[src/hw/rtl/sprite_y_sorted_table_defines.svh]
// assertion macros for the y-sorted sprite table
`ifndef SPRITE_Y_SORTED_TABLE_DEFINES_SVH
`define SPRITE_Y_SORTED_TABLE_DEFINES_SVH
// property that must hold at every clock edge out of reset
`define SYS_ASSERT(lbl, prop) \
    lbl: assert property (@(posedge clk) disable iff (!rst_n) (prop)) else $error("%m: lbl");
// implication checked in the next cycle
`define SYS_ASSERT_NEXT(lbl, pre, post) \
    lbl: assert property (@(posedge clk) disable iff (!rst_n) (pre) |=> (post)) else $error("%m: lbl");
`endif

[src/hw/rtl/sysort_pkg.sv]
// package: types and constants for the y-sorted sprite table
package sysort_pkg;
    localparam int POOL_ENTRIES_DEF = 32;
    localparam int HW_SLOTS_DEF     = 8;
    localparam logic [7:0] START_POS = 8'hfe;

    localparam logic [1:0] OP_ALLOC = 2'd0;
    localparam logic [1:0] OP_SET_Y = 2'd1;
    localparam logic [1:0] OP_SET_X = 2'd2;
    localparam logic [1:0] OP_BAD   = 2'd3;

    localparam logic [1:0] ST_OK     = 2'd0;
    localparam logic [1:0] ST_FULL   = 2'd1;
    localparam logic [1:0] ST_NOHNDL = 2'd2;

    typedef struct packed {
        logic [1:0] op;
        logic [4:0] handle;
        logic [7:0] y_position;
        logic [8:0] x_position;
        logic       double_size;
    } cmd_t;

    typedef struct packed {
        logic [4:0] entry_id;
        logic [4:0] order_position;
        logic [7:0] slot_mask;
        logic       high_x;
        logic [5:0] entry_count;
        logic [1:0] status;
    } result_t;

    // broadcast control from the sequencer to the cells
    typedef struct packed {
        logic load;      // write handle into the tail cell
        logic swap_dn;   // cells at a and a+1 exchange
        logic setx;      // write x in cell holding the handle
        logic sety;      // write y in cell holding the handle
    } cell_ctl_t;
endpackage

[src/hw/rtl/sysort_cell.sv]
// one position of the display order: handle, y, x and the double-size flag
module sysort_cell #(
    parameter int IDX = 0,
    parameter int AW  = 5,
    parameter int HDW = 5
) (
    input  logic                  clk,
    input  logic                  rst_n,
    input  sysort_pkg::cell_ctl_t ctl,
    input  logic [AW-1:0]         ptr,
    input  logic [HDW-1:0]        cmd_handle,
    input  logic [7:0]            cmd_y,
    input  logic [8:0]            cmd_x,
    input  logic                  cmd_dbl,
    // neighbor above (position IDX+1) and below (IDX-1)
    input  logic [HDW-1:0]        up_handle,
    input  logic [7:0]            up_y,
    input  logic [8:0]            up_x,
    input  logic                  up_dbl,
    input  logic [HDW-1:0]        dn_handle,
    input  logic [7:0]            dn_y,
    input  logic [8:0]            dn_x,
    input  logic                  dn_dbl,
    output logic [HDW-1:0]        handle,
    output logic [7:0]            y,
    output logic [8:0]            x,
    output logic                  dbl
);
    import sysort_pkg::*;

    logic [HDW-1:0] handle_reg;
    logic [7:0]     y_reg;
    logic [8:0]     x_reg;
    logic           dbl_reg;
    logic           here;
    logic           below;

    assign here  = (ptr == AW'(IDX));
    assign below = (ptr == AW'(IDX - 1)) && (IDX > 0);

    // payload moves: append, swap with neighbor, field writes
    always_ff @(posedge clk or negedge rst_n)
    begin
        if (!rst_n)
        begin
            handle_reg <= '0;
            y_reg      <= '0;
            x_reg      <= '0;
            dbl_reg    <= 1'b0;
        end
        else if (ctl.load && here)
        begin
            handle_reg <= cmd_handle;
            y_reg      <= START_POS;
            x_reg      <= {1'b0, START_POS};
            dbl_reg    <= cmd_dbl;
        end
        else if (ctl.swap_dn && here)
        begin
            handle_reg <= up_handle;
            y_reg      <= up_y;
            x_reg      <= up_x;
            dbl_reg    <= up_dbl;
        end
        else if (ctl.swap_dn && below)
        begin
            handle_reg <= dn_handle;
            y_reg      <= dn_y;
            x_reg      <= dn_x;
            dbl_reg    <= dn_dbl;
        end
        else if (ctl.setx && here)
        begin
            x_reg <= cmd_x;
        end
        else if (ctl.sety && here)
        begin
            y_reg <= cmd_y;
        end
    end

    assign handle = handle_reg;
    assign y      = y_reg;
    assign x      = x_reg;
    assign dbl    = dbl_reg;
endmodule

[src/hw/rtl/sprite_y_sorted_table.sv]
// top level: y-sorted sprite table, a chain of order cells and a sequencer
// Usage: a command transaction is taken when start is high and busy low.
// Allocate appends the next pool entry at the end of the order; set-x and
// set-y address an entry by handle. Each command yields one result on
// result with done high for exactly one cycle; the receiver cannot stall.
// The order lives in a chain of cells, one per position. Set-x and set-y
// first scan the chain one cell per cycle to find the handle, then set-y
// swaps the entry with one neighbor per cycle until order holds; when y
// is unchanged no swap is made. Allocate, unknown handles and a full pool
// go straight to the result without a scan.
// Busy stays high from acceptance until the result cycle ends; the next
// command may be taken the cycle after done.
// Reset clears the entry count, the sequencer and the cells; cell contents
// are meaningless until allocated and are never read before then.
module sprite_y_sorted_table #(
    parameter int POOL_ENTRIES = sysort_pkg::POOL_ENTRIES_DEF,
    parameter int HW_SLOTS     = sysort_pkg::HW_SLOTS_DEF
) (
    input  logic                clk,
    input  logic                rst_n,
    input  logic                start,
    input  sysort_pkg::cmd_t    cmd,
    output logic                busy,
    output logic                done,
    output sysort_pkg::result_t result
);
    import sysort_pkg::*;
    `include "sprite_y_sorted_table_defines.svh"

    localparam int AW  = $clog2(POOL_ENTRIES);
    localparam int CW  = $clog2(POOL_ENTRIES + 1);
    localparam int HDW = (AW > 5) ? AW : 5;
    localparam int KW  = (CW > 5) ? CW : 5;

    localparam logic [2:0] S_IDLE = 3'd0;
    localparam logic [2:0] S_FIND = 3'd1;
    localparam logic [2:0] S_UP   = 3'd2;
    localparam logic [2:0] S_DOWN = 3'd3;
    localparam logic [2:0] S_DONE = 3'd4;

    logic [2:0]    state_reg, state_next;
    cmd_t          cmd_reg;
    logic [CW-1:0] count_reg, count_next;
    logic [AW-1:0] pos_reg, pos_next;
    logic [1:0]    status_reg, status_next;
    logic          done_reg;
    logic          take;
    cell_ctl_t     ctl;
    logic [AW-1:0] cell_ptr;

    logic [HDW-1:0] c_handle [POOL_ENTRIES];
    logic [7:0]     c_y      [POOL_ENTRIES];
    logic [8:0]     c_x      [POOL_ENTRIES];
    logic           c_dbl    [POOL_ENTRIES];

    assign take = start && !busy;

    // chain of order cells
    for (genvar i = 0; i < POOL_ENTRIES; i++)
    begin : g_cell
        localparam int UP = (i + 1 < POOL_ENTRIES) ? i + 1 : i;
        localparam int DN = (i > 0) ? i - 1 : 0;
        sysort_cell #(.IDX(i), .AW(AW), .HDW(HDW)) u_cell (
            .clk        (clk),
            .rst_n      (rst_n),
            .ctl        (ctl),
            .ptr        (cell_ptr),
            .cmd_handle (HDW'(count_reg)),
            .cmd_y      (cmd_reg.y_position),
            .cmd_x      (cmd_reg.x_position),
            .cmd_dbl    (cmd_reg.double_size),
            .up_handle  (c_handle[UP]),
            .up_y       (c_y[UP]),
            .up_x       (c_x[UP]),
            .up_dbl     (c_dbl[UP]),
            .dn_handle  (c_handle[DN]),
            .dn_y       (c_y[DN]),
            .dn_x       (c_x[DN]),
            .dn_dbl     (c_dbl[DN]),
            .handle     (c_handle[i]),
            .y          (c_y[i]),
            .x          (c_x[i]),
            .dbl        (c_dbl[i])
        );
    end

    // slot bit for each order position
    logic [7:0] mask_lut [POOL_ENTRIES];
    for (genvar i = 0; i < POOL_ENTRIES; i++)
    begin : g_mask
        assign mask_lut[i] = 8'((32'(1) << (i % HW_SLOTS)) & 32'hff);
    end

    // neighbor views around the current position
    logic [HDW-1:0] cur_handle;
    logic [7:0]     cur_y, nxt_y, prv_y;
    logic [CW-1:0]  pos_ext;
    logic           up_ok, dn_ok;
    assign cur_handle = c_handle[pos_reg];
    assign cur_y      = c_y[pos_reg];
    assign pos_ext    = CW'(pos_reg);
    assign up_ok      = (pos_ext + CW'(1) < count_reg);
    assign dn_ok      = (pos_reg != '0);
    assign nxt_y      = up_ok ? c_y[pos_reg + AW'(1)] : '0;
    assign prv_y      = dn_ok ? c_y[pos_reg - AW'(1)] : '0;

    // sequencer
    always_comb
    begin
        state_next  = state_reg;
        count_next  = count_reg;
        pos_next    = pos_reg;
        status_next = status_reg;
        ctl         = '0;
        cell_ptr    = pos_reg;
        case (state_reg)
            S_IDLE:
            begin
                if (take)
                begin
                    pos_next = '0;
                    if (cmd.op == OP_ALLOC)
                    begin
                        if (count_reg >= CW'(POOL_ENTRIES))
                            status_next = ST_FULL;
                        else
                        begin
                            status_next = ST_OK;
                            pos_next    = AW'(count_reg);
                        end
                        state_next = S_DONE;
                    end
                    else if (cmd.op == OP_BAD || KW'(cmd.handle) >= KW'(count_reg))
                    begin
                        status_next = ST_NOHNDL;
                        state_next  = S_DONE;
                    end
                    else
                    begin
                        status_next = ST_OK;
                        state_next  = S_FIND;
                    end
                end
            end
            S_FIND:
            begin
                if (cur_handle == HDW'(cmd_reg.handle))
                begin
                    if (cmd_reg.op == OP_SET_X)
                    begin
                        ctl.setx   = 1'b1;
                        state_next = S_DONE;
                    end
                    else
                    begin
                        ctl.sety  = 1'b1;
                        if (cmd_reg.y_position == cur_y)
                            state_next = S_DONE;
                        else if (cmd_reg.y_position > cur_y)
                            state_next = S_UP;
                        else
                            state_next = S_DOWN;
                    end
                end
                else
                    pos_next = pos_reg + AW'(1);
            end
            S_UP:
            begin
                if (up_ok && cmd_reg.y_position > nxt_y)
                begin
                    ctl.swap_dn = 1'b1;
                    pos_next    = pos_reg + AW'(1);
                end
                else
                    state_next = S_DONE;
            end
            S_DOWN:
            begin
                if (dn_ok && prv_y > cmd_reg.y_position)
                begin
                    ctl.swap_dn = 1'b1;
                    cell_ptr    = pos_reg - AW'(1);
                    pos_next    = pos_reg - AW'(1);
                end
                else
                    state_next = S_DONE;
            end
            S_DONE:
            begin
                if (cmd_reg.op == OP_ALLOC && status_reg == ST_OK)
                begin
                    ctl.load   = 1'b1;
                    count_next = count_reg + CW'(1);
                end
                state_next = S_IDLE;
            end
            default:
            begin
                state_next = S_IDLE;
            end
        endcase
    end

    // state registers
    always_ff @(posedge clk or negedge rst_n)
    begin
        if (!rst_n)
        begin
            state_reg <= S_IDLE;
            count_reg <= '0;
            done_reg  <= 1'b0;
        end
        else
        begin
            state_reg <= state_next;
            count_reg <= count_next;
            done_reg  <= (state_reg == S_DONE);
        end
    end

    always_ff @(posedge clk)
    begin
        if (state_reg == S_IDLE && take)
            cmd_reg <= cmd;
        pos_reg    <= pos_next;
        status_reg <= status_next;
    end

    // result register
    result_t res_reg;
    logic    ok_set;
    assign ok_set = (status_reg == ST_OK) && (cmd_reg.op != OP_ALLOC);
    always_ff @(posedge clk)
    begin
        if (state_reg == S_DONE)
        begin
            res_reg.status      <= status_reg;
            res_reg.entry_count <= 6'(count_next);
            if (status_reg == ST_FULL)
            begin
                res_reg.entry_id       <= '0;
                res_reg.order_position <= '0;
                res_reg.slot_mask      <= '0;
                res_reg.high_x         <= 1'b0;
            end
            else if (status_reg == ST_NOHNDL)
            begin
                res_reg.entry_id       <= cmd_reg.handle;
                res_reg.order_position <= '0;
                res_reg.slot_mask      <= '0;
                res_reg.high_x         <= 1'b0;
            end
            else
            begin
                res_reg.entry_id       <= (cmd_reg.op == OP_ALLOC) ?
                                          5'(count_reg) : cmd_reg.handle;
                res_reg.order_position <= 5'(pos_reg);
                res_reg.slot_mask      <= mask_lut[pos_reg];
                res_reg.high_x         <= ok_set ? c_x[pos_reg][8] : 1'b0;
            end
        end
    end

    assign busy   = (state_reg != S_IDLE) || done_reg;
    assign done   = done_reg;
    assign result = res_reg;

    // checks
    `SYS_ASSERT(a_count_range, count_reg <= CW'(POOL_ENTRIES))
    `SYS_ASSERT(a_done_busy, !done || busy)
    `SYS_ASSERT_NEXT(a_done_pulse, done, !done)
    `SYS_ASSERT_NEXT(a_take_busy, start && !busy, busy)
endmodule
[config.mk]
export PLATFORM = sky130hd
export DESIGN_NAME = sprite_y_sorted_table
export DESIGN_NICKNAME = d
export VERILOG_FILES = /design/src/hw/rtl/sysort_pkg.sv /design/src/hw/rtl/sysort_cell.sv /design/src/hw/rtl/sprite_y_sorted_table.sv
export VERILOG_INCLUDE_DIRS = /design/src /design/src/hw/rtl
export SDC_FILE = /design/constraint.sdc
export NUM_CORES = 2
export LEC_CHECK = 0
export ABC_AREA = 1
export BUFFER_PORTS_ARGS = -buffer_cell sky130_fd_sc_hd__buf_2
export CAP_MARGIN = 15
export CORE_ASPECT_RATIO = 1.2
export CORE_MARGIN = 5
export CORE_UTILIZATION = 54
export CTS_CLUSTER_DIAMETER = 120
export DETAILED_ROUTE_END_ITERATION = 16
export HOLD_SLACK_MARGIN = 0.05
export MAX_ROUTING_LAYER = met4
export PLACE_DENSITY_LB_ADDON = 0.12
export SLEW_MARGIN = 20
export SYNTH_ARGS = -nofsm -noshare
export SYNTH_HDL_FRONTEND = slang
export SYNTH_SLANG_ARGS = --single-unit
[constraint.sdc]
create_clock -name clk -period 10.4 [get_ports clk]
set_clock_uncertainty 0.15 [all_clocks]
set_input_delay 1.04 -clock clk [delete_from_list [all_inputs] [get_ports clk]]
set_output_delay 1.04 -clock clk [all_outputs]
set_load 0.01 [all_outputs]
After elaboration in Yosys (flattened, before gate mapping)
Memory sizes are Yosys's and may differ from the RTL's.
Cells that the tools add are included.

cells by class
  add/subtract/negate cells = 4
  magnitude comparators = 9
  eq/ne operators = 80
  multiplexer cells = 435
  bitwise gates (word level) = 4
  reduce and logical (&&, ||, !) cells = 281

operators with widths
  kind                                                    count
  2-to-1 mux 8 bit                                        169
  2-to-1 mux 9 bit                                        129
  2-to-1 mux 5 bit                                        105
  nonzero test 4 bit                                      61
  logical AND 1 bit                                       134
  binary-select mux 8 bit (select 5 bit)                  3
  inequality test 4 x 2 -> 1 bit (second input constant)  29
  nonzero test 3 bit                                      35
  == test 5 bit (second input constant)                   16
  AND reduction 2 bit                                     34
  binary-select mux 9 bit (select 5 bit)                  1
  == test 5 x 4 -> 1 bit (second input constant)          8
  binary-select mux 5 bit (select 5 bit)                  1
  >= comparator 6 bit (second input constant)             4
  > comparator 8 bit                                      3
  2-to-1 mux 3 bit                                        8
  == test 5 x 3 -> 1 bit (second input constant)          4
  case mux 5 bit (4 select lines)                         1
  2-to-1 mux 19 bit                                       1
  inverter 5 -> 6 bit                                     3
  2-to-1 mux 6 bit                                        2
  inequality test 2 bit (second input constant)           6
  case mux 3 bit (4 select lines)                         1
  == test 5 x 2 -> 1 bit (second input constant)          2
  33 further kinds                                        53

word-level totals
  flip-flop bits (word level) = 772
  bits in read-only memories = 256
  output and inout port bits = 29
  logic and storage cells = 925
  memories kept = 1

memories
  memory           depth  bits a word  read ports  clocked after Yosys merged registers in  wr ports  RTL line                      RTL
  (no name shown)  32     8            1           0                                        0         sprite_y_sorted_table.sv:259  res_reg.slot_mask <= mask_lut[pos_reg];

Longest topological paths before layout
  word-level depth = 17
  gate-level depth with buffers = 39
  depth with buffers taken out = 33

By module
A second synthesis with hierarchy kept.

second synthesis, totals
  cell total of the unflattened synthesis = 11260
  area total of the unflattened synthesis = 68857.3 µm²

modules (own cells, without submodules)
  module                                times used  cells an instance  area an instance (µm²)  seq. area each (µm²)
  sprite_y_sorted_table                 1           2159               12195.4                 2021.9
  sysort_cell at g_cell[23].u_cell ...  2           304                1889.3                  575.6
  sysort_cell at g_cell[22].u_cell ...  2           277                1774.2                  575.6
  sysort_cell at g_cell[5].u_cell ...   2           297                1769.2                  575.6
  sysort_cell at g_cell[21].u_cell ...  2           295                1767.9                  575.6
  sysort_cell at g_cell[11].u_cell ...  2           280                1741.7                  575.6
  sysort_cell at g_cell[10].u_cell ...  2           276                1714.1                  575.6
  sysort_cell at g_cell[4].u_cell       1           309                1918.1                  575.6
  sysort_cell at g_cell[1].u_cell       1           309                1865.5                  575.6
  sysort_cell at g_cell[12].u_cell      1           274                1850.5                  575.6
  sysort_cell at g_cell[19].u_cell      1           298                1820.5                  575.6
  sysort_cell at g_cell[31].u_cell      1           296                1818.0                  575.6
  sysort_cell at g_cell[13].u_cell      1           270                1809.2                  575.6
  sysort_cell at g_cell[16].u_cell      1           284                1808.0                  575.6
  13 more rows                          n/a         n/a                n/a                     n/a

Worst setup path after synthesis
Ideal clock, no wire load.

  path kind = register to register
  start point = reg pos_reg[0]
  end point = reg g_cell[1].u_cell.y_reg[1]
  arrival = 5693 ps
  required time = 10131 ps
  setup slack = 4438 ps
  cell stages (with the launch flop) = 32
  path buffers = 7
  clock period less this slack = 5962 ps
  path through = edfxtp_1 inv_2 clkbuf_1 clkbuf_1 clkbuf_1 buf_1 ha_1 inv_1 clkbuf_1 clkbuf_1 clkbuf_1 o211ai_1 a311oi_1 nor2_1 ha_1 nand2_1 nor2_1 nand2_1 nand2_1 nand2_4 nand2_1 nand3_1 nand2_2 nor2_4 nand2_2 nor2_4 nand2_1 inv_1 nor2_1 nand3_2 nand2_1 nand2_1

between the ends
  longest elaborated chain between the ends = 15

RTL lines
  item                                                 RTL line                                                    RTL
  start: declaration                                   sprite_y_sorted_table.sv:44                                 logic [AW-1:0] pos_reg, pos_next;
  start signal: assignment                             sprite_y_sorted_table.sv:226                                pos_reg <= pos_next;
  subtractor 5 x 1 -> 5 bit                            sprite_y_sorted_table.sv:105, sprite_y_sorted_table.sv:183
  inverter 5 -> 6 bit (not written as such)            sprite_y_sorted_table.sv:105                                assign prv_y = dn_ok ? c_y[pos_reg - AW'(1)] : '0;
  binary-select mux 8 bit (select 5 bit)               sprite_y_sorted_table.sv:105
  2-to-1 mux 8 bit (not written as such) (2 in a row)  sprite_y_sorted_table.sv:105
  2-to-1 mux 8 bit                                     sprite_y_sorted_table.sv:105
  > comparator 8 bit                                   sprite_y_sorted_table.sv:180                                if (dn_ok && prv_y > cmd_reg.y_position)
  logical AND 1 bit                                    sprite_y_sorted_table.sv:180
  2-to-1 mux 5 bit                                     n/a
  2-to-1 mux 5 bit                                     sprite_y_sorted_table.sv:116                                case (state_reg)
  logical NOT 5 bit                                    sysort_cell.sv:39                                           assign below = (ptr == AW'(IDX - 1)) && (IDX > 0);
  logical AND 1 bit                                    sysort_cell.sv:65                                           else if (ctl.swap_dn && below)
  2-to-1 mux 8 bit                                     sysort_cell.sv:65
  2-to-1 mux 8 bit                                     sysort_cell.sv:58                                           else if (ctl.swap_dn && here)
  2-to-1 mux 8 bit                                     sysort_cell.sv:51                                           else if (ctl.load && here)
  end signal: assignment                               sysort_cell.sv:61                                           y_reg <= up_y;
  end signal: assignment                               sysort_cell.sv:68                                           y_reg <= dn_y;
  end signal: assignment                               sysort_cell.sv:78                                           y_reg <= cmd_y;
  end: declaration                                     sysort_cell.sv:32                                           logic [7:0] y_reg;

Several ways; a longest one is shown, not always the timed one. The select of a mux whose other input is x is not followed.
A chain may end at the register's enable or synchronous reset.

Worst setup path in the final report
  start point = reg pos_reg[0]
  end point = reg g_cell[19].u_cell.y_reg[7]

between the ends
  longest elaborated chain between the ends = 15

RTL lines
  item                                                 RTL line
  subtractor 5 x 1 -> 5 bit                            sprite_y_sorted_table.sv:105, sprite_y_sorted_table.sv:183
  inverter 5 -> 6 bit (not written as such)            sprite_y_sorted_table.sv:105
  binary-select mux 8 bit (select 5 bit)               sprite_y_sorted_table.sv:105
  2-to-1 mux 8 bit (not written as such) (2 in a row)  sprite_y_sorted_table.sv:105
  2-to-1 mux 8 bit                                     sprite_y_sorted_table.sv:105
  > comparator 8 bit                                   sprite_y_sorted_table.sv:180
  logical AND 1 bit                                    sprite_y_sorted_table.sv:180
  2-to-1 mux 5 bit                                     n/a
  2-to-1 mux 5 bit                                     sprite_y_sorted_table.sv:116
  == test 5 bit                                        sysort_cell.sv:39
  logical AND 1 bit                                    sysort_cell.sv:65
  2-to-1 mux 8 bit                                     sysort_cell.sv:65
  2-to-1 mux 8 bit                                     sysort_cell.sv:58
  2-to-1 mux 8 bit                                     sysort_cell.sv:51
  end signal: assignment                               sysort_cell.sv:61
  end signal: assignment                               sysort_cell.sv:68
  end signal: assignment                               sysort_cell.sv:78
  end: declaration                                     sysort_cell.sv:32

Several ways; a longest one is shown, not always the timed one. The select of a mux whose other input is x is not followed.

==> impl_metrics.env <==
export IMPL_post_dp_cell_area_mm2=0.0418
export IMPL_htreeDepth=2
export IMPL_synth_largest_area_cell="dfrtp_1"
export IMPL_ios=57
export IMPL_clk_pin_slew_ns=0.06
export IMPL_cp_end_kind="flip-flop"
export IMPL_die_area_mm2=0.0821
export IMPL_drv_slew=0
export IMPL_hold_violations=0
export IMPL_synth_compound_area_share_pct=16.5
export IMPL_grt_max_degree=225
export IMPL_wire_per_inst_um=23.8
export IMPL_rsz0062_at_grt="no"
export IMPL_first_global_vias=41500
export IMPL_drt_antenna_violating_nets=0
export IMPL_fillers=7783
export IMPL_leakage_nw=21.2
export IMPL_period_minus_slack_ns=8.62
export IMPL_vdd_drop_max_v=0.000291
export IMPL_antenna_found_initial=9
export IMPL_final_layout_size_suffix_gt1_share_pct=6.74
export IMPL_synth_fa_ha_area_share_pct=1.39
export IMPL_synth_avg_cell_area_um2=6.19
export IMPL_rows=111
export IMPL_cts_root_buf="clkbuf_16"
export IMPL_cts_sinks=508
export IMPL_num_vias=46800
export IMPL_period_share_pct=82.9
export IMPL_path_cells="buf_12 -> buf_4 -> buf_4 -> o21ai_0 -> o21ai_0 -> nand2_1 -> o221ai_1 -> nand3_1 -> ha_1 -> a21oi_1 -> nor2_1 -> a211oi_1 -> o21ai_0 -> nand3_1 -> nand2_4 -> nand3_1 -> nand2_1 -> nor2_2 -> nand2_1 -> nand2_1 -> nand2_1"
export IMPL_dieHeight_um=313
export IMPL_muxShareOfSynthArea_pct=0
export IMPL_insertion_delay_ns=0.69
export IMPL_largest_reg_flops=256
export IMPL_cts_repair_resized=0
export IMPL_hold_path_class="input pin to asynchronous set/reset pin"
export IMPL_drt_iter0_drc=7548
export IMPL_via_per_inst=6.22
export IMPL_critPathArrivalTime_ns=9.03
export IMPL_design_area_mm2=0.0438
export IMPL_max_stage_delay_ns=0.90
export IMPL_instances_no_fill=7523
export IMPL_synth_cell_type_count=59
export IMPL_syn_nets=6745
export IMPL_place_ws_ns=2.16
export IMPL_initial_core_util_pct=54.3
export IMPL_postCtsSetupRepairBufs=0
export IMPL_fmax_mhz=116
export IMPL_grt_use_total_pct=42.8
export IMPL_place_inst=7402
export IMPL_cts_made_buffers=59
export IMPL_synth_top_area_share_pct=27.7
export IMPL_synthCells=6671
export IMPL_critPathSlowestCell="buf_4"
export IMPL_worstSetupPathType="flip-flop to flip-flop"
export IMPL_synth_ff_type="dfrtp_1"
export IMPL_async_flop_share_pct=90.2
export IMPL_cp_start_kind="flip-flop"
export IMPL_synth_edf_count=50
export IMPL_grt_overflow_total=0
export IMPL_cts_tree="built"
export IMPL_synthTopCellsByArea="dfrtp_1, nand2_1, nand3_1"
export IMPL_area_growth_pct=6.00
export IMPL_synthXorXnorAreaFrac_pct=0.170
export IMPL_cp_max_fo=224
export IMPL_yosys_area_share_simple_pct=39.9
export IMPL_crit_top_cell="nand2_1"
export IMPL_rr_startpoint="pos_reg[0]$_DFFE_PP_"
export IMPL_setup_tns_ns=0
export IMPL_relSlewSlack_pct=20.6
export IMPL_hold_buffers=0
export IMPL_clk_path_buf_depth=3
export IMPL_first_pass_iters=12
export IMPL_yosys_warnings=0
export IMPL_gp_congestion=1.10
export IMPL_synth_top_family_by_area="simple AND/OR/NAND/NOR gates"
export IMPL_finalSetupViolCount=0
export IMPL_fp_coreArea_mm2=0.0761
export IMPL_dp_hpwl_mm=125
export IMPL_final_nets=6520
export IMPL_path_buf_inv=3
export IMPL_synth_seq_area_share_pct=31.4
export IMPL_status="completed"
export IMPL_die_w_um=262
export IMPL_startpoint="pos_reg[0]$_DFFE_PP_"
export IMPL_crit_family="simple AND/OR/NAND/NOR gates"
export IMPL_netlist_area_mm2=0.0413
export IMPL_io_buffers=47
export IMPL_drv_cap=0
export IMPL_grt_first_pass_wirelength_mm=267
export IMPL_pwr_density_cell_mw_per_mm2=272
export IMPL_finalPower_w=0.0119
export IMPL_fin_ws_ns=1.78
export IMPL_drcViolationCount=0
export IMPL_drt_wl_total_mm=179
export IMPL_worst_slew_pin_slew_ns=1.19
export IMPL_ys_seq_elements=508
export IMPL_worstPathRequired_ns=10.81
[synth_stat cells (4+ instances only)]
cell      instances
nand3_1         958
nor2_4           28
nand4_1          71
buf_1            42
a21oi_1         305
a32o_1            7
inv_2            47
nor2_2           23
o21ai_0         550
o211ai_1        152
nand3_2          27
o21ai_1          38
a31oi_1          34
nand3b_1         10
o311ai_0          4
nor3_1           21
o22ai_1          22
nor2_1          237
buf_6             6
buf_2           145
a22oi_1           7
inv_1           601
nand2_2          42
a211oi_1         18
o21a_1            4
o221ai_1         10
ha_1             46
xor2_1            7
o21bai_1          6
buf_4            20
edfxtp_1         50
dfrtp_1         458
clkinv_1          8
or2_2             6
nand2_1        2383
clkbuf_1        214
a221oi_1         28
[layout make-up]
cell class / count / area (um2) / share of cell area, %
Tap cell: 1017 / 1270 / 2.91
Clock inverter: 24 / 297 / 0.677
Inverter: 658 / 2480 / 5.68
Antenna cell: 11 / 27.5 / 0.0629
Multi-Input combinational cell: 5077 / 24000 / 54.8
Sequential cell: 508 / 13000 / 29.6
Clock buffer: 86 / 1710 / 3.90
Timing Repair Buffer: 142 / 1030 / 2.36
[path summary, 6_finish.rpt]
kind	endpoint	slack (ns)	cells after the start
max reg2reg	g_cell[19].u_cell.y[7]$_DFFE_PN0P_	1.78	21
max	g_cell[19].u_cell.y[7]$_DFFE_PN0P_	1.78	21
min reg2reg	g_cell[3].u_cell.handle[1]$_DFFE_PN0P_	0.33	2
min in group clk	g_cell[3].u_cell.handle[1]$_DFFE_PN0P_	0.33	2
min	g_cell[21].u_cell.handle[2]$_DFFE_PN0P_	0.20	1
max in group asynchronous	g_cell[9].u_cell.handle[0]$_DFFE_PN0P_	7.69	3
[per-layer routing]
metal | part of all wire, % | routed length, um | up-vias | GRT usage, %
li1 | - | - | 21500 | -
met1 | 39 | 69200 | 21400 | 57.6
met2 | 40 | 72400 | 3256 | 58.7
met3 | 14 | 25700 | 591 | 12.3
met4 | 6.8 | 12100 | 0 | 22.3
met5 | 0 | 0 | - | -
[kinds of logic after synthesis]
| logic type | Yosys count |
|---|---|
| adder cells (fa/ha/maj) | 46 |
| buffers and inverters | 1086 |
| flip-flops | 508 |
| AND/OR/NAND/NOR | 3821 |
| XOR/XNOR | 8 |
| AO/OA/AOI/OAI | 1202 |
[placed cells by master (no fill, tap or decap), types with 7 or more instances in the layout]
| master | n |
|---|---|
| buf_4 | 89 |
| o22ai_1 | 22 |
| nand2_1 | 2382 |
| nand2_2 | 42 |
| a31oi_1 | 34 |
| o221ai_1 | 10 |
| nor2_2 | 24 |
| dfrtp_1 | 458 |
| inv_2 | 47 |
| nand3_2 | 27 |
| o21ai_1 | 38 |
| o211ai_1 | 152 |
| ha_1 | 45 |
| clkbuf_8 | 13 |
| nand3_1 | 958 |
| nor3_1 | 20 |
| a211oi_1 | 18 |
| clkbuf_1 | 14 |
| nor2_1 | 233 |
| clkinv_1 | 10 |
| diode_2 | 11 |
| a21oi_1 | 305 |
| inv_1 | 597 |
| xor2_1 | 7 |
| clkinv_2 | 12 |
| a22oi_1 | 7 |
| a221oi_1 | 28 |
| o21ai_0 | 550 |
| edfxtp_1 | 50 |
| nand4_1 | 71 |
| a32o_1 | 7 |
| clkbuf_16 | 59 |
| nand3b_1 | 10 |
| nor2_4 | 31 |
| buf_2 | 46 |
[per-stage QoR]
stage / hold WS (ns) / util [%]
2_1_floorplan: 0.299 / -
3_3_place_gp: 0.313 / 54.9
3_5_place_dp: 0.317 / 54.9
4_1_cts: 0.201 / 57.5
5_1_grt: 0.241 / 57.5
6_report: 0.197 / 57.5
[where the power goes]
group          total (W)  switching (W)  internal [W]
Sequential       0.00301       0.000553       0.00246
Combinational    0.00667        0.00494       0.00173
Clock            0.00223       0.000965       0.00126
Total             0.0119        0.00646       0.00545
No activity file was read; power rests on OpenSTA's default activity.
